File: config.mk
export PLATFORM = sky130hd
export DESIGN_NAME = csd_delay
export DESIGN_NICKNAME = d
export VERILOG_FILES = /design/src/hw/rtl/collision_safe_distance_core_macros.svh /design/src/hw/rtl/csd_delay.sv
export SDC_FILE = /design/constraint.sdc
export NUM_CORES = 1
export LEC_CHECK = 0
export BUFFER_PORTS_ARGS = -buffer_cell sky130_fd_sc_hd__buf_4
export CORE_MARGIN = 2
export CORE_UTILIZATION = 28
export CTS_CLUSTER_DIAMETER = 40
export DETAILED_ROUTE_END_ITERATION = 10
export SYNTH_ARGS = -nofsm -noshare
export SYNTH_HDL_FRONTEND = slang
export SYNTH_SLANG_ARGS = --single-unit
File: constraint.sdc
create_clock -name clk -period 2.7 [get_ports clk]
set_input_delay 0.675 -clock clk [delete_from_list [all_inputs] [get_ports clk]]
set_output_delay 0.675 -clock clk [all_outputs]
set_load 0.05 [all_outputs]
File: src/hw/rtl/collision_safe_distance_core_macros.svh
// ----------------------------------------------------------------------------
// Collision safe distance core: assertion macros
// Concurrent checks clocked on clk and disabled while rst is high.
// ----------------------------------------------------------------------------
`ifndef COLLISION_SAFE_DISTANCE_CORE_MACROS_SVH
`define COLLISION_SAFE_DISTANCE_CORE_MACROS_SVH

// same-cycle implication
`define CSD_ASSERT_IMPLY(label, ante, cons, msg) \
  label: assert property (@(posedge clk) disable iff (rst) (ante) |-> (cons)) \
    else $error(msg);

// next-cycle implication
`define CSD_ASSERT_NEXT(label, ante, cons, msg) \
  label: assert property (@(posedge clk) disable iff (rst) (ante) |=> (cons)) \
    else $error(msg);

`endif

File: src/hw/rtl/csd_delay.sv
// ----------------------------------------------------------------------------
// Collision safe distance delay line
// Carries valid and side data alongside the divider pipeline.
// ----------------------------------------------------------------------------
`default_nettype none

module csd_delay #(
  parameter int W = 62,
  parameter int DEPTH = 31
) (
  input  logic         clk,
  input  logic         rst,
  input  logic         en,
  input  logic         in_valid,
  input  logic [W-1:0] in_data,
  output logic         out_valid,
  output logic [W-1:0] out_data
);

  logic         vld [DEPTH];
  logic [W-1:0] dat [DEPTH];

  always_ff @(posedge clk) begin
    if (rst) begin
      vld[0] <= 1'b0;
    end else if (en) begin
      vld[0] <= in_valid;
    end
  end

  always_ff @(posedge clk) begin
    if (en) begin
      dat[0] <= in_data;
    end
  end

  for (genvar k = 1; k < DEPTH; k++) begin : g_tap
    always_ff @(posedge clk) begin
      if (rst) begin
        vld[k] <= 1'b0;
      end else if (en) begin
        vld[k] <= vld[k-1];
      end
    end
    always_ff @(posedge clk) begin
      if (en) begin
        dat[k] <= dat[k-1];
      end
    end
  end

  assign out_valid = vld[DEPTH-1];
  assign out_data  = dat[DEPTH-1];

endmodule

`default_nettype wire

# After elaboration in Yosys (flattened, before gate mapping)

Memories as Yosys holds them, arrays and structs flattened.
Index checks and enable logic that the tools add are counted.

Flip-flop bits (word level): 0
Memory bits (writable): 1,953
Input bits: 66
Memories kept: 2

Multiplexer cells: 37
Bitwise logic cells: 31

Memory list:

| memory | depth | bits a word | read ports | clocked after Yosys merged registers in | write ports | line            | RTL |
|---|---|---|---|---|---|---|---|
| dat    | 31    | 62          | 31         | 0                                       | 31          | csd_delay.sv:21 | `logic [W-1:0] dat [DEPTH];` |
| vld    | 31    | 1           | 31         | 0                                       | 31          | csd_delay.sv:20 | `logic vld [DEPTH];` |

Operator list:

| kind             | count |
|---|---|
| 2-to-1 mux 1 bit | 37 |
| OR 1 bit         | 31 |

# Depth between registers and ports, before layout

Depth after elaboration: 4
Mapped depth: 2
Mapped depth without buffers: 1

# Worst setup path after synthesis

OpenSTA, ideal clock, no wires.

Path kind: input port to flip-flop
Start: input port rst
End: memory vld[0][0], enable pin
Library setup time: 389 ps
Arrival: 1,543 ps
Data required time: 2,311 ps
Setup slack: 767 ps
Stages: 2
Path buffers: 1
Path through: buf_2 > or2_1

RTL lines:

| element         | line            | RTL |
|---|---|---|
| start, declared | csd_delay.sv:12 | `input logic rst,` |
| end, declared   | csd_delay.sv:20 |  |

==> results summary <==
The peak supply drop came out at 617 uV. Clock-pin slew was measured on the worst setup and hold paths at 50 ps. The library cell with the largest summed area after synthesis is sky130_fd_sc_hd__edfxtp_1. The level count of the clock H-tree is 5. The detailed-router iteration count before antenna repair came out at 4. The number of vias after detailed routing is 19800. The slowest stage of the critical path is the sky130_fd_sc_hd__edfxtp_1 cell. 129 I/O pins were placed. The root cell of the clock tree is sky130_fd_sc_hd__clkbuf_16. The number of nets in the final layout came out at 2638. The sequential power share came out at 48.7%. For this run the aggregate overflow at the end of global routing stands at 0. The post-synthesis cell count came out at 1991. Headroom to the max-slew limit came out at 54.4%.

The clock network power share is 49.7%. Clock tree synthesis inserted a total of 300 buffers. The final HPWL from detailed placement is 30900 um. The flow ran to the end, and the final reports show no timing, DRC or antenna violations. The number of cells on the worst reg-to-reg path is 1. The met3 demand-to-capacity share in global routing came out at 2.64%. The proportion of power drawn by combinational gates is 1.6%. The hold violation total from the final report was 0.

After synthesis, flip-flops and latches occupy 99.4% of the total area. The most instantiated library cell after synthesis is sky130_fd_sc_hd__edfxtp_1. For met1 alone, demand over resource in global routing was 7.77%.

Dividing the detail-routed wire length by the instance count gives 11.6 um. Routability-driven placement finished with a final weighted congestion of 0.597. Counting every net in the synthesized netlist gives 2057. The number of library cell types mapped by synthesis came out at 4. The layout overhead on the synthesized area came out at 27.0%. After detailed routing, the number of vias per cell comes to 3.53. The detailed-route DRC error count came out at 0.

The number of instances resized during post-cts repair is 0. The family with the most delay on the worst path is flip-flops. Measured along the y axis, the die boundary spans 463 um.

The top cell type's share of synthesized area came out at 99.4%. The slew of the pin with the lowest slew margin is 683 ps. The path type of the worst min-delay path is in2reg.

Counting flops and latches in the post-synthesis netlist gives 1953. The minimum clock period after layout is 2140 ps. The number of setup buffers added after CTS is 0. The internal power came out at 0.0589 W. The number of buffers and inverters on the critical path is 1. The switching power as a share of total power came out at 19.8%. The number of global-route vias before repair is 20800. The worst register-to-register path begins at vld[6][2]$_DFFE_PP_.

Walking the worst path, the cells encountered are buf_4. The warning count from the yosys run came out at 0. The met2 track demand over resource came out at 8.30%. The highest cell delay on the worst timing path is 390 ps. The die outline area came out at 214000 um2. The number of violations of the max-capacitance limit came out at 0. The predominant post-synthesis flop cell is sky130_fd_sc_hd__edfxtp_1. The highest attainable clock frequency is 467 MHz.

The total area inside the core boundary comes to 210000 um2. The number of port buffers is 128. The number of cells on the critical path came out at 1.

The endpoint identified for the worst register-to-register timing path is vld[6][3]$_DFFE_PP_. The clock sink total is 1953. The final design utilization is 35.7%. The critical path capture point is out_data[45]. The share of the cycle needed by the critical path after routing is 79.3%.

In the final layout, the multi-input gates occupy 317 um2. The number of synthesized flops with an enable pin is 1953. Setup repair after global routing left no endpoint under its margin.

The required time of the critical path is 2030 ps. The worst endpoint data arrival time is 1470 ps. The clock reaches the later pin of the worst-skew pair after 870 ps. The final worst clock skew is 55.3 ps. In this run the static leakage power is 25.5 nW. For this configuration, the core starts out at a cell density of 28.1%. The die is 463 um wide.

After synthesis the cells add up to 59000 um2. After routing, the total negative slack on setup checks comes to 0 ps. The reported net switching power is 0.0145 W. In the synthesized netlist the async set-or-reset flop fraction comes to 0%.

Global routing consumed, over all layers together, 6.06% of the routing resources. In the synthesized netlist, the cells that appear most often are sky130_fd_sc_hd__edfxtp_1, sky130_fd_sc_hd__and3b_2, sky130_fd_sc_hd__buf_2, sky130_fd_sc_hd__or2_1. STA classifies the critical path endpoint as an output port. STA classifies the critical path startpoint as a register. The clock tree buffer depth is 4. The maximum number of pins on one net before global-route repair is 127. The peak fanout along the critical path came out at 1. The number of core rows is 168.

The first-pass GRT wire length came out at 106000 um. The fill cell total of the finished layout is 18900. The proportion of layout cells with a drive suffix above 1 is 26.0%. The areal power density over the cells came out at 981 nW/um2.

The number of antenna-violating nets in the routed design is 0. The critical path is of the reg2out type. The layer flagged by global routing as most heavily used is met2. The final setup violation count is 0.

The flop-to-flop setup slack came out at 1850 ps. The mean instance size in the synthesized netlist is 29.6 um2. Tracing the worst setup path back leads to its startpoint at dat[30][45]$_DFFE_PP_. The final count of pins violating max slew came to 0. Buffers inserted to repair hold after CTS numbered 61.

The detailed router's first-iteration violation count is 1234. The register area came out at 58600 um2. Ranked by total cell area, the synthesized netlist is headed by sky130_fd_sc_hd__edfxtp_1, sky130_fd_sc_hd__and3b_2, sky130_fd_sc_hd__buf_2.

The clock tree from TritonCTS is built. After detailed routing, the total wire length is 64900 um. The initial antenna violation count came to 5.
==> per-layer routing <==
layer / wire length [um] / share of wire, %
met4: 2820 / 4.3
met2: 27600 / 43
met5: 0 / 0
met1: 29800 / 46
met3: 4640 / 7.1
==> placed cells by master, fill, tap and decap left out, drive strengths merged <==
cell type       n
clkinvlp       30
inv            45
clkinv         91
dlygate4sd3    61
or2             1
diode           1
clkbuf        330
and3b          31
buf           224
bufinv         24
edfxtp       1953
==> logic make-up after synthesis <==
| logic type | synth area share (%) |
|---|---|
| buffers and inverters | 0.0509 |
| flip-flops | 99.4 |
| AND/OR/NAND/NOR | 0.537 |
==> registers in the layout, indices dropped and copies added (netlist names) <==
name	cells
dat	1922
vld	31
==> worst min path at each step <==
stage / startpoint / end / slack (ps) / cells after the start
final: in_data[36] / dat[0][36]$_DFFE_PP_ / 80 / 1
after global routing: in_data[36] / dat[0][36]$_DFFE_PP_ / 40 / 1
after CTS: in_data[36] / dat[0][36]$_DFFE_PP_ / 20 / 1
after detailed placement: dat[9][10]$_DFFE_PP_ / dat[10][10]$_DFFE_PP_ / 400 / 0
after global placement: dat[19][59]$_DFFE_PP_ / dat[20][59]$_DFFE_PP_ / 400 / 0
after floorplan: dat[9][0]$_DFFE_PP_ / dat[10][0]$_DFFE_PP_ / 400 / 0
==> cell type report <==
class                   count  share of cell area [%]
flip-flops and latches   1953                    78.3
clock buffers             330                    10.3
multi-input cells          32                   0.423
well taps                2805                    4.69
repair buffers            285                    3.59
diodes                      1                 0.00334
clock inverters           190                    2.66
==> power by group through the flow <==
| stage | sequential, W | combinational, W | clock (W) |
|---|---|---|---|
| after detailed placement | 0.0364 | 0.00111 | 0 |
| after global routing | 0.0359 | 0.00125 | 0.0392 |
| after floorplan | 0.0364 | 0.0000304 | 0 |
| after CTS | 0.0358 | 0.00118 | 0.0379 |
| final | 0.0358 | 0.00115 | 0.0365 |
| after global placement | 0.0363 | 0.00107 | 0 |
==> per-stage QoR <==
| step | total power, W | cell area [um2] | cells | setup slack (ps) | hold slack (ps) |
|---|---|---|---|---|---|
| 3_5_place_dp | 0.0375 | 64500 | 5014 | 597 | 405 |
| 6_report | 0.0734 | 74900 | 5596 | 560 | 78.9 |
| 5_1_grt | 0.0764 | 74900 | 5596 | 446 | 38.8 |
| 2_1_floorplan | 0.0364 | 59000 | 1991 | 767 | 400 |
| 4_1_cts | 0.0748 | 74900 | 5595 | 443 | 19.1 |
| 3_3_place_gp | 0.0374 | 64500 | 5014 | 624 | 400 |
Note: power is estimated with default switching activity, not from simulation.
