### config.mk
export PLATFORM = sky130hd
export DESIGN_NAME = csd_div
export DESIGN_NICKNAME = d
export VERILOG_FILES = /design/src/hw/rtl/collision_safe_distance_core_macros.svh /design/src/hw/rtl/csd_pkg.sv /design/src/hw/rtl/csd_div.sv
export SDC_FILE = /design/constraint.sdc
export NUM_CORES = 2
export LEC_CHECK = 0
export BUFFER_PORTS_ARGS = -buffer_cell sky130_fd_sc_hd__buf_4
export CAP_MARGIN = 10
export CELL_PAD_IN_SITES_DETAIL_PLACEMENT = 0
export CELL_PAD_IN_SITES_GLOBAL_PLACEMENT = 1
export CORE_ASPECT_RATIO = 1.25
export CORE_MARGIN = 1
export CORE_UTILIZATION = 50
export CTS_CLUSTER_DIAMETER = 60
export DETAILED_ROUTE_END_ITERATION = 6
export PLACE_DENSITY_LB_ADDON = 0.08
export SETUP_SLACK_MARGIN = 0.5
export SYNTH_ARGS = -nofsm -noshare
export SYNTH_HDL_FRONTEND = slang
export SYNTH_SLANG_ARGS = --single-unit
### constraint.sdc
create_clock -name clk -period 4 [get_ports clk]
set_input_delay 0.4 -clock clk [delete_from_list [all_inputs] [get_ports clk]]
set_output_delay 0.4 -clock clk [all_outputs]
set_load 0.02 [all_outputs]
### src/hw/rtl/collision_safe_distance_core_macros.svh
// ----------------------------------------------------------------------------
// Collision safe distance core: assertion macros
// Concurrent checks clocked on clk and disabled while rst is high.
// ----------------------------------------------------------------------------
`ifndef COLLISION_SAFE_DISTANCE_CORE_MACROS_SVH
`define COLLISION_SAFE_DISTANCE_CORE_MACROS_SVH

// same-cycle implication
`define CSD_ASSERT_IMPLY(label, ante, cons, msg) \
  label: assert property (@(posedge clk) disable iff (rst) (ante) |-> (cons)) \
    else $error(msg);

// next-cycle implication
`define CSD_ASSERT_NEXT(label, ante, cons, msg) \
  label: assert property (@(posedge clk) disable iff (rst) (ante) |=> (cons)) \
    else $error(msg);

`endif

### src/hw/rtl/csd_pkg.sv
// ----------------------------------------------------------------------------
// Collision safe distance package
// Shared types, case codes, register indexes and fixed field widths.
// ----------------------------------------------------------------------------
`default_nettype none

package csd_pkg;

  localparam int DEN_W = 14;
  localparam int REG_IDX_W = 1;
  localparam int CFG_DATA_W = 15;

  localparam logic [REG_IDX_W-1:0] REG_REACTION = 1'b0;
  localparam logic [REG_IDX_W-1:0] REG_MIN_GAP  = 1'b1;

  localparam logic [11:0] RT_RESET = 12'd563;
  localparam logic [14:0] MG_RESET = 15'd512;

  localparam logic [2:0] CODE_ONCOMING = 3'd0;
  localparam logic [2:0] CODE_REACT    = 3'd1;
  localparam logic [2:0] CODE_REAR     = 3'd2;
  localparam logic [2:0] CODE_FRONT    = 3'd3;
  localparam logic [2:0] CODE_AWAY     = 3'd4;
  localparam logic [2:0] CODE_NOEQ     = 3'd5;

  localparam logic signed [23:0] DIST_MAX = 24'sh7FFFFF;
  localparam logic signed [23:0] DIST_MIN = 24'sh800000;

  typedef struct packed {
    logic signed [15:0] dv;
    logic signed [14:0] v1;
    logic signed [12:0] a0;
    logic signed [12:0] a1;
    logic               v0_neg;
    logic               a0_pos;
    logic               a0_zero;
    logic               a1_zero;
    logic               den_zero;
  } side_t;

endpackage

`default_nettype wire

### src/hw/rtl/csd_div.sv
// ----------------------------------------------------------------------------
// Collision safe distance divider
// Pipelined restoring divider, one quotient bit per stage, floor rounding.
// ----------------------------------------------------------------------------
`default_nettype none

module csd_div #(
  parameter int DW = 29
) (
  input  logic                           clk,
  input  logic                           en,
  input  logic signed [DW:0]             num,
  input  logic signed [csd_pkg::DEN_W-1:0] den,
  output logic signed [DW:0]             q
);

  import csd_pkg::*;

  localparam int NW = DW + 1;
  localparam int MW = DEN_W - 1;

  logic [MW-1:0] rem [DW+1];
  logic [DW-1:0] qd  [DW+1];
  logic [MW-1:0] dd  [DW+1];
  logic          ng  [DW+1];

  logic signed [DW:0]      abs_n;
  logic signed [DEN_W-1:0] abs_d;

  always_comb begin
    abs_n = num[DW] ? -num : num;
    abs_d = den[DEN_W-1] ? -den : den;
  end

  always_ff @(posedge clk) begin
    if (en) begin
      rem[0] <= '0;
      qd[0]  <= abs_n[DW-1:0];
      dd[0]  <= abs_d[MW-1:0];
      ng[0]  <= num[DW] ^ den[DEN_W-1];
    end
  end

  for (genvar k = 1; k <= DW; k++) begin : g_stage
    logic [MW:0] z;
    logic        ge;
    assign z  = {rem[k-1], qd[k-1][DW-1]};
    assign ge = z >= {1'b0, dd[k-1]};
    always_ff @(posedge clk) begin
      if (en) begin
        rem[k] <= ge ? MW'(z - {1'b0, dd[k-1]}) : z[MW-1:0];
        qd[k]  <= {qd[k-1][DW-2:0], ge};
        dd[k]  <= dd[k-1];
        ng[k]  <= ng[k-1];
      end
    end
  end

  // negative floor: -q - 1 when a remainder is left, else -q
  always_ff @(posedge clk) begin
    if (en) begin
      q <= ng[DW] ? ~{1'b0, qd[DW]} + NW'(rem[DW] == '0) : {1'b0, qd[DW]};
    end
  end

endmodule

`default_nettype wire

# Word level (Yosys, flattened, before mapping)
# Memories as Yosys holds them, arrays and structs flattened.
# Cells that the tools add are included.
# Widths: inputs -> output; s select.
[op_classes]
mux = 34
addsub = 32
reduce_logical = 1
order_cmp = 29
bitwise = 2
[ops]
columns = ["cell", "count"]
rows = [
  ["$ge 14x13->1", 29],
  ["$mux 13", 30],
  ["$sub 13x13->13", 29],
  ["$mux 29", 2],
  ["$add 30x1->30", 1],
  ["$not 29->30", 1],
  ["$neg 29->29", 1],
  ["$logic_not 13->1", 1],
  ["$neg 13->13", 1],
  ["$mux 1", 2],
  ["$xor 1x1->1", 1],
]
[totals]
ram_bits = 1680
register_bits = 30
output_inout_bits = 30
mem_count = 4
[memory_table]
columns = ["memory", "words", "word_bits", "read_ports", "rd_clocked_by_memory_dff", "write_ports", "line_no", "text"]
rows = [
  ["qd", 30, 29, 30, 0, 30, "csd_div.sv:23", "logic [DW-1:0] qd [DW+1];"],
  ["dd", 30, 13, 29, 0, 30, "csd_div.sv:24", "logic [MW-1:0] dd [DW+1];"],
  ["rem", 30, 13, 30, 0, 30, "csd_div.sv:22", "logic [MW-1:0] rem [DW+1];"],
  ["ng", 30, 1, 30, 0, 30, "csd_div.sv:25", "logic ng [DW+1];"],
]

# Longest topological paths before layout
# An unclocked memory read counts as a cell.
[depth]
ltp_word = 4
depth_mapped = 12
mapped_depth_nobuf = 11

# Worst setup path before layout
# No wires, ideal clock.
[synth_timing]
kind = "register to register"
start = "memory qd[24][28]"
end = "memory rem[25][10] (netlist name) (data pin)"
stages_incl_launch_ff = 12
setup_slack_ps = 954
arrival_ps = 2786
path_buffers = 1
t_required_ps = 3740
path_cell_list = "edfxtp_1 > inv_1 > ha_1 > inv_1 > fa_1 > a211oi_1 > o21bai_1 > a211oi_1 > o21bai_1 > a2111oi_4 > buf_2 > mux2_2"
[synth_rtl]
columns = ["item", "line_no"]
rows = [
  ["from (decl)", "csd_div.sv:23"],
  ["to (decl)", "csd_div.sv:22"],
]

==> metrics <==
Pins Over Slew Limit=0; layout cells sized above 1=0.130; Syn Nets=~5,400; largest net degree at the start of global routing=around 130; clock sink total=1,684; Nets=about 5,700; die height=about 430 microns; Placeable Area=approximately 150,000 sq um; Reg clk slew, reported paths=roughly 0.06 ns; Min Clock Period, post-route=3.36 ns; placed cell area=between 70,000 and 80,000 sq um; endpoints failing hold=0; Via density=5.39; synth warn=0; max cap viols=0; critical path class=reg2reg; Pwr Density=716 nW/um^2; io pins=76; RSZ-0062 raised after global routing=false; # fillers=11,518; post-detailed-route count of antenna-violating nets=0; Most used DFF post-synth=edfxtp_1; WL/cell=18.4 microns; Leakage=between 0.03 and 0.04 uW; slowest stage delay, CP=0.66 ns; Startpoint Class=register; commonest non-fill, non-tap cell in the layout=edfxtp_1; Pre-antenna DRT Iters=5; area delta synth->final=13.2%; Req. time, crit path=roughly 4.5 ns; All-Layer GR Usage=0.182; VDD IR max=440 uV; Residual DRC=0; initial antenna violation count=5; Final setup viols=0; status=finished, final reports clean; CTS root buffer=clkbuf_16; Slew Limit Headroom=0.328; register area share after synthesis=0.679; post-synthesis sequential element count=~1,700; clock power share=0.270; delay-heaviest family, CP=compound AO/OA/AOI/OAI gates; Post-Syn Instances=4,988; Routability Congestion=around 0.85; Tcrit/Tclk final=0.840; setup_tns=0 ns; TritonCTS clock tree=done; DR vias=roughly 40,000; post-DP HPWL=slightly below 100,000 microns; Post-Syn Area=around 74,000 sq um; post-synthesis area per instance=14.9 sq um; GRT Residual Overflow=0; insertion delay to the later sink of the worst-skew pair=roughly 0.8 ns; Layout Skew=slightly above 0.05 ns; Internal=approximately 42,000 uW; Die ar.=150,000 sq um; critical path endpoint category=register; Final Instance Area=84,300 sq um; total CTS buffers=170; CP Cell Sequence=ha_1 > inv_1 > fa_1 > a211oi_1 > o21bai_1 > a211oi_1 > o21bai_1 > a2111o_1 > mux2_2; Async SR Flop Fraction=0; worst hold slack=0.0734 ns; slowest CP cell=a2111o_1; IO buf count=between 70 and 80; hold crit path type=in2reg; initial detailed-routing violation count=2,235; CTS H-tree lvls=4; distinct cell type count after synthesis=73; total wire length=approximately 140,000 microns; Flop pwr share=0.419; fraction of power spent switching nets=0.302; slew of the pin with the lowest slew margin=between 1 and 1.5 ns; critical-path maximum fanout=14; Chip Width=approximately 350 microns; EDFF count, synth=1,684; commonest cells after routing, fill and taps aside=1,684 x edfxtp_1, 426 x inv_1, 370 x ha_1, 289 x mux2_2, 257 x nor2_1; f_max=between 200 and 300 MHz; global-route wire length before repair=roughly 210,000 microns; Psw=roughly 18,000 uW; clk buf depth=3; Logic pwr share=0.311; vias in the first global route=about 40,000; worst path bufs/invs=1; Core Rows=157; Worst Path Arrival=3.89 ns; Starting Density=0.506
## power by group through the flow
stage	logic [uW]	registers, uW	clock network, uW
CTS	18800	25400	16800
global route	20900	25600	17400
global placement	18400	25800	0
finish	18800	25300	16300
floorplan	14600	24800	0
detailed placement	18600	25700	0
## through the flow
| stage | worst slack (ns) | power, uW | util | instances |
|---|---|---|---|---|
| final | 0.639 | 60400 | 0.573 | 7343 |
| after floorplan | 0.954 | 39400 | - | 4988 |
| after global routing | 0.504 | 63900 | 0.573 | 7343 |
| after global placement | 0.626 | 44200 | 0.528 | 6964 |
| after CTS | 0.626 | 61000 | 0.573 | 7341 |
| after detailed placement | 0.662 | 44300 | 0.528 | 6964 |
## worst reg2reg max path, delay by kind of cell, from the launching register on
family	cells	cell delay [ns]
adder cells (fa/ha/maj)	2	0.64
AO/OA/AOI/OAI	5	1.54
buffers and inverters	1	0.05
multiplexers	1	0.39
flip-flops	1	0.47
## final timing paths
path | start | to | slack (ns) | cells past startpoint
min reg2reg | qd[24][11]$_DFFE_PP_ | qd[25][12]$_DFFE_PP_ | 0.40 | 0
max | dd[0][65]$_DFFE_PP_ | rem[6][3]$_DFFE_PP_ | 0.64 | 9
max reg2reg | dd[0][65]$_DFFE_PP_ | rem[6][3]$_DFFE_PP_ | 0.64 | 9
min | en | dd[1][37]$_DFFE_PP_ | 0.07 | 1
## sequential cells by signal, indices dropped and copies added (netlist names)
register and count:
qd 870, dd 377, rem 377, ng 30, q 30
## kinds of logic (layout without fill, tap and decap cells)
group | count (synthesis) | in the layout | synth area share
xor gates and xnor gates | 325 | 325 | 0.0382
buffers and inverters | 488 | 934 | 0.0250
adders and majority gates | 398 | 398 | 0.0697
other | 0 | 1 | 0
DFF | 1684 | 1684 | 0.679
AOI/OAI and AO/OA | 967 | 967 | 0.0863
muxes | 325 | 325 | 0.0486
and+or+nand+nor | 801 | 801 | 0.0528
## cell usage after synthesis, types with 27 or more instances
master        n  share of area
a2111o_1     33         0.0050
a2111oi_0    27         0.0032
a211oi_1     96         0.0097
a21o_1       58         0.0058
a21oi_1     256          0.017
and3_1       32         0.0027
clkbuf_1     34         0.0017
edfxtp_1   1684           0.68
fa_1         28         0.0075
ha_1        370          0.062
inv_1       426          0.021
mux2_2      289          0.044
mux2i_1      36         0.0048
nand2_1     175         0.0088
nand2b_1     73         0.0061
nand3_1      31         0.0021
nand4_1      54         0.0045
nor2_1      257          0.013
nor2b_1      41         0.0034
nor3_1       55         0.0037
o21a_1       50         0.0050
o21ai_0     225          0.015
o21bai_1     49         0.0049
o31ai_1      36         0.0036
xnor2_1     201          0.024
xor2_1      124          0.015
## metal layers
| layer | track usage | vias to the layer above | wire [microns] |
|---|---|---|---|
| met1 | 0.209 | 19159 | 54300 |
| met2 | 0.341 | 604 | 73000 |
| li1 | - | 19550 | - |
| met4 | 0.0705 | 2 | 4090 |
| met3 | 0.0255 | 248 | 3850 |
| met5 | 0 | - | 14 |
## what timing repair did
action / in CTS / in global routing
hold endpoints to repair: 43 / 0
gates resized for setup: 0 / 12
setup endpoints to repair: 0 / 114
setup buffers: 0 / 1
hold buffers: 66 / 0
## final cells by class
class / instances / area (sq um) / share of cell area
sequential: 1684 / 50600 / 0.600
multi-input combinational: 2816 / 22000 / 0.262
clock buffer: 197 / 4380 / 0.0519
tap: 1908 / 2390 / 0.0283
timing repair buffer: 192 / 1810 / 0.0215
inverter: 431 / 1620 / 0.0192
clock inverter: 114 / 1480 / 0.0175
antenna: 1 / 2.50 / 0.0000297
No activity file was read; power rests on OpenSTA's default activity.
