<file path="src/hw/rtl/collision_safe_distance_core_macros.svh">
// ----------------------------------------------------------------------------
// Collision safe distance core: assertion macros
// Concurrent checks clocked on clk and disabled while rst is high.
// ----------------------------------------------------------------------------
`ifndef COLLISION_SAFE_DISTANCE_CORE_MACROS_SVH
`define COLLISION_SAFE_DISTANCE_CORE_MACROS_SVH

// same-cycle implication
`define CSD_ASSERT_IMPLY(label, ante, cons, msg) \
  label: assert property (@(posedge clk) disable iff (rst) (ante) |-> (cons)) \
    else $error(msg);

// next-cycle implication
`define CSD_ASSERT_NEXT(label, ante, cons, msg) \
  label: assert property (@(posedge clk) disable iff (rst) (ante) |=> (cons)) \
    else $error(msg);

`endif

</file>
<file path="src/hw/rtl/csd_pkg.sv">
// ----------------------------------------------------------------------------
// Collision safe distance package
// Shared types, case codes, register indexes and fixed field widths.
// ----------------------------------------------------------------------------
`default_nettype none

package csd_pkg;

  localparam int DEN_W = 14;
  localparam int REG_IDX_W = 1;
  localparam int CFG_DATA_W = 15;

  localparam logic [REG_IDX_W-1:0] REG_REACTION = 1'b0;
  localparam logic [REG_IDX_W-1:0] REG_MIN_GAP  = 1'b1;

  localparam logic [11:0] RT_RESET = 12'd563;
  localparam logic [14:0] MG_RESET = 15'd512;

  localparam logic [2:0] CODE_ONCOMING = 3'd0;
  localparam logic [2:0] CODE_REACT    = 3'd1;
  localparam logic [2:0] CODE_REAR     = 3'd2;
  localparam logic [2:0] CODE_FRONT    = 3'd3;
  localparam logic [2:0] CODE_AWAY     = 3'd4;
  localparam logic [2:0] CODE_NOEQ     = 3'd5;

  localparam logic signed [23:0] DIST_MAX = 24'sh7FFFFF;
  localparam logic signed [23:0] DIST_MIN = 24'sh800000;

  typedef struct packed {
    logic signed [15:0] dv;
    logic signed [14:0] v1;
    logic signed [12:0] a0;
    logic signed [12:0] a1;
    logic               v0_neg;
    logic               a0_pos;
    logic               a0_zero;
    logic               a1_zero;
    logic               den_zero;
  } side_t;

endpackage

`default_nettype wire

</file>
<file path="src/hw/rtl/csd_pre.sv">
// ----------------------------------------------------------------------------
// Collision safe distance front end
// Input products, scaled dividends and divisors for the divider bank.
// ----------------------------------------------------------------------------
`default_nettype none

module csd_pre #(
  parameter int FRAC_BITS = 8,
  parameter int DW = 29
) (
  input  logic                             clk,
  input  logic                             rst,
  input  logic                             en,
  input  logic                             in_valid,
  input  logic signed [14:0]               front_speed,
  input  logic signed [14:0]               rear_speed,
  input  logic signed [12:0]               front_accel,
  input  logic signed [12:0]               rear_accel,
  input  logic [11:0]                      reaction_time,
  output logic                             out_valid,
  output csd_pkg::side_t                   side,
  output logic signed [DW:0]               n1,
  output logic signed [DW:0]               n2,
  output logic signed [DW:0]               n3,
  output logic signed [DW:0]               n4,
  output logic signed [DW:0]               n5,
  output logic signed [DW:0]               n6,
  output logic signed [DW:0]               n7,
  output logic signed [csd_pkg::DEN_W-1:0] d1,
  output logic signed [csd_pkg::DEN_W-1:0] d4,
  output logic signed [csd_pkg::DEN_W-1:0] d5,
  output logic signed [csd_pkg::DEN_W-1:0] d7
);

  import csd_pkg::*;

  localparam int NW = DW + 1;

  logic                s1_valid;
  logic signed [14:0]  v0;
  logic signed [14:0]  v1;
  logic signed [12:0]  a0;
  logic signed [12:0]  a1;
  logic signed [29:0]  pvv;
  logic signed [29:0]  p01;
  logic signed [29:0]  p00;
  logic signed [25:0]  pta;
  logic signed [12:0]  t13;

  logic signed [15:0]            dv;
  logic signed [25-FRAC_BITS:0]  mta;
  logic signed [DW:0]            num;

  assign t13 = signed'({1'b0, reaction_time});

  always_ff @(posedge clk) begin
    if (rst) begin
      s1_valid  <= 1'b0;
      out_valid <= 1'b0;
    end else if (en) begin
      s1_valid  <= in_valid;
      out_valid <= s1_valid;
    end
  end

  always_ff @(posedge clk) begin
    if (en) begin
      v0  <= front_speed;
      v1  <= rear_speed;
      a0  <= front_accel;
      a1  <= rear_accel;
      pvv <= 30'(rear_speed) * 30'(rear_speed);
      p01 <= 30'(front_speed) * 30'(rear_speed);
      p00 <= 30'(front_speed) * 30'(front_speed);
      pta <= 26'(t13) * 26'(front_accel);
    end
  end

  always_comb begin
    dv  = 16'(v1) - 16'(v0);
    mta = $signed(pta[25:FRAC_BITS]);
    num = NW'(dv) - NW'(mta);
  end

  // floor then rescale is a clear of the fraction bits
  always_ff @(posedge clk) begin
    if (en) begin
      n1 <= NW'(v1) <<< FRAC_BITS;
      n2 <= NW'($signed({pvv[29:FRAC_BITS], {FRAC_BITS{1'b0}}}));
      n3 <= NW'($signed({p01[29:FRAC_BITS], {FRAC_BITS{1'b0}}}));
      n4 <= NW'(dv) <<< FRAC_BITS;
      n5 <= NW'(v0) <<< FRAC_BITS;
      n6 <= NW'($signed({p00[29:FRAC_BITS], {FRAC_BITS{1'b0}}}));
      n7 <= num <<< FRAC_BITS;
      d1 <= -(DEN_W'(a1));
      d4 <= DEN_W'(a0);
      d5 <= -(DEN_W'(a0));
      d7 <= DEN_W'(a0) - DEN_W'(a1);
      side <= '{dv: dv, v1: v1, a0: a0, a1: a1,
                v0_neg: v0[14],
                a0_pos: !a0[12] && (a0 != '0),
                a0_zero: a0 == '0,
                a1_zero: a1 == '0,
                den_zero: a0 == a1};
    end
  end

endmodule

`default_nettype wire

</file>
<file path="config.mk">
export PLATFORM = sky130hd
export DESIGN_NAME = csd_pre
export DESIGN_NICKNAME = d
export VERILOG_FILES = /design/src/hw/rtl/collision_safe_distance_core_macros.svh /design/src/hw/rtl/csd_pkg.sv /design/src/hw/rtl/csd_pre.sv
export SDC_FILE = /design/constraint.sdc
export NUM_CORES = 2
export LEC_CHECK = 0
export BUFFER_PORTS_ARGS = -buffer_cell sky130_fd_sc_hd__buf_2
export CAP_MARGIN = 20
export CORE_UTILIZATION = 60
export CTS_BUF_LIST = sky130_fd_sc_hd__clkbuf_8
export DETAILED_ROUTE_END_ITERATION = 10
export HOLD_SLACK_MARGIN = 0.05
export PLACE_DENSITY = 0.81
export SETUP_SLACK_MARGIN = 0.2
export SLEW_MARGIN = 40
export SYNTH_ARGS = -nofsm -noshare
export SYNTH_HDL_FRONTEND = slang
export SYNTH_SLANG_ARGS = --single-unit
</file>
<file path="constraint.sdc">
create_clock -name clk -period 7.2 [get_ports clk]
set_input_delay 0 -clock clk [delete_from_list [all_inputs] [get_ports clk]]
set_output_delay 0 -clock clk [all_outputs]
set_load 0.1 [all_outputs]
</file>
Yosys cells after proc, flatten, opt, wreduce, memory -nomap -nowiden
Index checks and enable logic that the tools add are counted.
Word-level totals
  register bits after elaboration: 425
  bits of input ports: 72
Cells by class
  reductions and logical operators: 5
  add/subtract/negate cells: 5
  eq/ne operators: 1
  multiply operators: 4
Operators by type and width (number)
  $mul 15x15->30: 3
  $neg 13->14: 2
  $logic_not 13->1: 2
  $mul 13x13->26: 1
  $sub 16x18->19: 1
  $sub 15x15->16: 1
  $sub 13x13->14: 1
  $eq 13x13->1: 1
  $reduce_bool 13->1: 1
  $logic_and 1x1->1: 1
  $logic_not 1->1: 1

Depth between registers and ports, before layout
  word-level depth: 2
  depth in mapped cells: 27
  depth with buffers taken out: 25

Worst setup path before layout
No wires, ideal clock.
  path type: input to register
  start point: in rear_speed[2]
  end point: reg pvv[29] (data pin)
  path slack: 1168 ps
  cell stages on the path: 22
  arrival: 5857 ps
  path buffers: 2
  data required time: 7026 ps
  cells stage by stage: clkbuf_1 -> clkbuf_1 -> nand2_1 -> fa_1 -> fa_1 -> inv_1 -> fa_1 -> inv_1 -> fa_1 -> inv_1 -> fa_1 -> fa_1 -> ha_1 -> a21oi_1 -> a21oi_1 -> a221oi_2 -> a21oi_1 -> a221o_1 -> nand3_1 -> a21oi_1 -> or2_2 -> a311oi_1
Between the ends
  word-level cells in the longest chain between the ends: 1
RTL lines
  from (decl): line csd_pre.sv:16  | input logic signed [14:0] rear_speed,
  $mul 15x15->30: line csd_pre.sv:72  | pvv <= 30'(rear_speed) * 30'(rear_speed);
  to (signal assigned): line csd_pre.sv:72
  to (decl): line csd_pre.sv:44  | logic signed [29:0] pvv;
Every way passes these cells.
A chain may end at the register's enable or synchronous reset.

Final worst setup path
  start point: in rear_speed[8]
  end point: reg pvv[29] (data pin)
Same word-level chain as after synthesis.

==> impl_metrics.py <==
metrics = {
    "timing": {
        "max_slew_margin_pct": 43.5,
        "max_freq_ghz": 0.155,
        "fin_worst_skew_ps": 40.1,
        "rsz0062_at_grt": "no",
        "setup_slack_ps": 765,
        "tightest_slew_ps": 841,
        "finalMaxSlewViolations": 0,
        "tns_ps": 0,
        "setup_viol": 0,
        "hold_viol_final": 0,
        "timing.final.crit_period_ps": 6440,
        "post-route-period-util_pct": 89.4,
    },
    "yosys": {
        "async_flop_share_pct": 0,
        "synth_flop_cell": "edfxtp_1",
        "synthSimpleGateAreaFrac_pct": 9.60,
        "synthXorXnorAreaFrac_pct": 3.44,
        "ys_seq_area_share_pct": 24.6,
        "yosysWarningCount": 0,
        "syn_avg_cell_area_um2": 10.5,
        "synth-seq-cells": 343,
        "synth.area.mux_share_pct": 0.0958,
        "syn-instance-count": 3962,
        "yosysUniqueCellTypes": 61,
        "synth_area_um2": 41800,
        "synth_edf_count": 341,
        "synth_compound_area_share_pct": 3.59,
        "synth_top_family_by_area": "adder cells",
        "synthAdderAreaFrac_pct": 46.2,
    },
    "global_routing": {
        "antenna_found_initial": 4,
        "grt_pass1_vias": 30100,
        "grt_overflow": 0,
        "grt_pass1_wl_um": 151000,
        "globalRouteTotalUtil_pct": 27.5,
        "grt_max_degree": 154,
    },
    "place": {
        "placed_area_um2": 43800,
        "io_buffers": 344,
        "dp_cells": 5086,
        "dp_hpwl_um": 72500,
        "place_ws_ps": 642,
        "place.gp.congestion": 0.936,
    },
    "floorplan": {
        "pin_count": 401,
        "die-area_um2": 70700,
        "start_util_pct": 60.8,
        "fp.coreArea_um2": 68700,
        "fp-row-count": 96,
        "die_h_um": 266,
        "chipWidth_um": 266,
    },
    "clock_network": {
        "cts_buffers": 60,
        "htreeDepth": 2,
        "clkSinkCount": 343,
        "cts_tree": "built",
        "clkLatencyLatePin_ps": 710,
        "path_clk_slew_ps": 60,
        "clockBufferDepth": 3,
        "root_buffer": "clkbuf_8",
    },
    "critical_path": {
        "rr_endpoint": "n7[25]",
        "crit_end": "pvv[29]",
        "crit_type": "input port to flop",
        "crit_path_max_fanout": 21,
        "r2r_slack_ps": 2240,
        "reg2regPathDepth": 16,
        "cp.required_ps": 7700,
        "crit_path_max_incr_delay_ps": 560,
        "crit_top_cell": "fa_1",
        "startpoint": "rear_speed[8]",
        "r2r-start": "v1[1]",
        "critPathLaunchType": "input port",
        "cp_slowest_cell": "dlygate4sd3_1",
        "worstPathArrival_ps": 6940,
        "crit_chain": "dlygate4sd3_1 > buf_2 > nand2_1 > fa_1 > fa_1 > inv_1 > fa_1 > inv_1 > fa_1 > inv_1 > fa_1 > fa_1 > ha_1 > a21oi_1 > a21oi_1 > a221oi_2 > a21oi_1 > a221o_1 > nand3_1 > a21oi_1 > or2_2 > a311oi_1",
        "cp-end-kind": "flop",
    },
    "routing": {
        "drc": 0,
        "antenna_left": 0,
        "wirelength_um": 92200,
        "route.detailed.wl_per_inst_um": 17.5,
        "viasPerCell": 5.22,
        "routed-via-count": 27500,
        "firstDrtPassIters": 5,
        "drtIter0Drc": 1832,
    },
    "final_layout": {
        "finalNetCount": 5476,
        "fill_cells": 5217,
        "area_growth_pct": 9.49,
        "drive_gt1_share_pct": 11.3,
        "postLayoutCellArea_um2": 45800,
        "final_cells": 5277,
    },
    "worst_hold_path": {
        "hold_class": "input port to flop",
    },
    "flow_run": {
        "cap_violations": 0,
    },
    "run_status": {
        "status": "completed",
    },
}
[registers in the layout (all words and copies together), names as in the netlist, 15 cells and up]
signal and flops:
side 33, n2 22, n3 22, n6 22
p00 22, p01 22, pvv 22, n7 19
pta 18, n4 16, v0 15, v1 15
[layer usage]
metal / up-vias / GRT usage [%] / wire length, µm
met5: - / 0 / 0
met4: 0 / 11.0 / 3420
met3: 180 / 4.40 / 6330
met2: 961 / 50.0 / 48500
met1: 13900 / 32.5 / 33900
li1: 12500 / - / -
[worst max-delay path: cells and delay by family]
family / cells / cell delay (ps)
AO/OA/AOI/OAI: 7 / 1750
adder cells (fa/ha/maj): 7 / 3340
buffers and inverters: 5 / 1160
AND/OR/NAND/NOR: 3 / 680
[cell families (layout without fill, tap and decap cells)]
family / Yosys count / count (layout)
AO/OA/AOI/OAI: 223 / 223
other: 1 / 59
multiplexers: 4 / 4
XOR/XNOR: 164 / 164
flip-flops: 343 / 343
adder cells (fa/ha/maj): 1110 / 1110
AND/OR/NAND/NOR: 860 / 860
buffers and inverters: 1257 / 1583
[through the flow]
step                      utilization [%]  hold slack, ps
after CTS                            66.5             178
final                                66.6             207
after global placement               63.7             177
after floorplan                         -            72.4
after detailed placement             63.7             179
after global routing                 66.6             231
[worst min-delay path by stage]
| stage | end | depth (start not counted) | slack (ps) | from |
|---|---|---|---|---|
| final | a0[0] | 2 | 210 | front_accel[0] |
| after CTS | a0[0] | 2 | 180 | front_accel[0] |
| after detailed placement | a1[3] | 1 | 180 | rear_accel[3] |
| after floorplan | out_valid | 1 | 70 | rst |
| after global placement | a1[11] | 1 | 180 | rear_accel[11] |
| after global routing | a0[1] | 2 | 230 | front_accel[1] |
[placed cells by master (no fill, tap or decap), types with 6 or more instances in the layout]
master | netlist | layout
or2_2 | 8 | 8
a21boi_0 | 6 | 6
buf_4 | 128 | 31
fa_1 | 724 | 724
or3_1 | 8 | 8
and2_1 | 197 | 197
o21ai_0 | 35 | 35
conb_1 | 1 | 56
buf_2 | 0 | 343
clkinv_1 | 1 | 15
xnor2_1 | 130 | 130
a21o_1 | 36 | 36
clkbuf_8 | 0 | 62
a31o_2 | 6 | 6
a21oi_1 | 66 | 66
dlygate4sd3_1 | 0 | 75
nor2b_1 | 23 | 23
o21bai_1 | 17 | 17
nand2b_1 | 20 | 20
nand4_1 | 9 | 9
o21a_1 | 21 | 21
nand2_1 | 369 | 369
clkinv_2 | 0 | 18
and3_1 | 7 | 7
edfxtp_1 | 341 | 341
ha_1 | 386 | 386
nor2_1 | 158 | 158
nand3_1 | 17 | 17
xor2_1 | 34 | 34
inv_1 | 1016 | 1024
nor3_1 | 32 | 32
[cells in the mapped netlist (2+ instances only)]
master,n,area [µm²]
ha_1,386,4830
o31a_1,2,17.5
buf_1,4,15.0
xnor2_1,130,1140
dfxtp_1,2,40.0
xor2_1,34,298
a31oi_1,3,18.8
nand2b_1,20,125
edfxtp_1,341,10200
o41a_1,2,22.5
a21oi_1,66,330
o21bai_1,17,128
o211ai_1,3,22.5
and3_1,7,43.8
o21ai_0,35,175
inv_1,1016,3810
nor2_1,158,593
buf_4,128,961
a41oi_1,4,35.0
o21a_1,21,158
a211oi_1,4,30.0
a21boi_0,6,45.0
mux2i_1,4,40.0
nand3_1,17,85.1
nor3b_1,3,22.5
a21o_1,36,270
a31o_2,6,52.6
clkbuf_1,106,398
and4_1,2,17.5
and2_1,197,1230
o41ai_1,2,17.5
nor3_1,32,160
fa_1,724,14500
o31ai_1,2,15.0
nand4_1,9,56.3
or2_2,8,50.1
nor4_1,3,18.8
or3_1,8,50.1
nor2b_1,23,144
or4_1,2,15.0
nand2_1,369,1390
[cell type report]
cell class | count | area [µm²] | share of cell area [%]
sequential | 343 | 10300 | 22.5
multi-input combinational | 2417 | 26500 | 58.0
tap | 931 | 1160 | 2.55
clock inverter | 49 | 304 | 0.664
antenna | 3 | 7.51 | 0.0164
timing repair buffer | 454 | 2800 | 6.12
clock buffer | 62 | 853 | 1.86
inverter | 1018 | 3820 | 8.35
[repair_timing]
action / CTS / global route
gates resized for setup: 0 / 0
setup endpoints to repair: 0 / 0
endpoints found under the hold margin: 163 / 0
hold buffers: 75 / 0
buffers inserted: 0 / 0
Power is not shown: default switching activity piles up to over one toggle a cycle in this logic, so the estimate is an artifact.
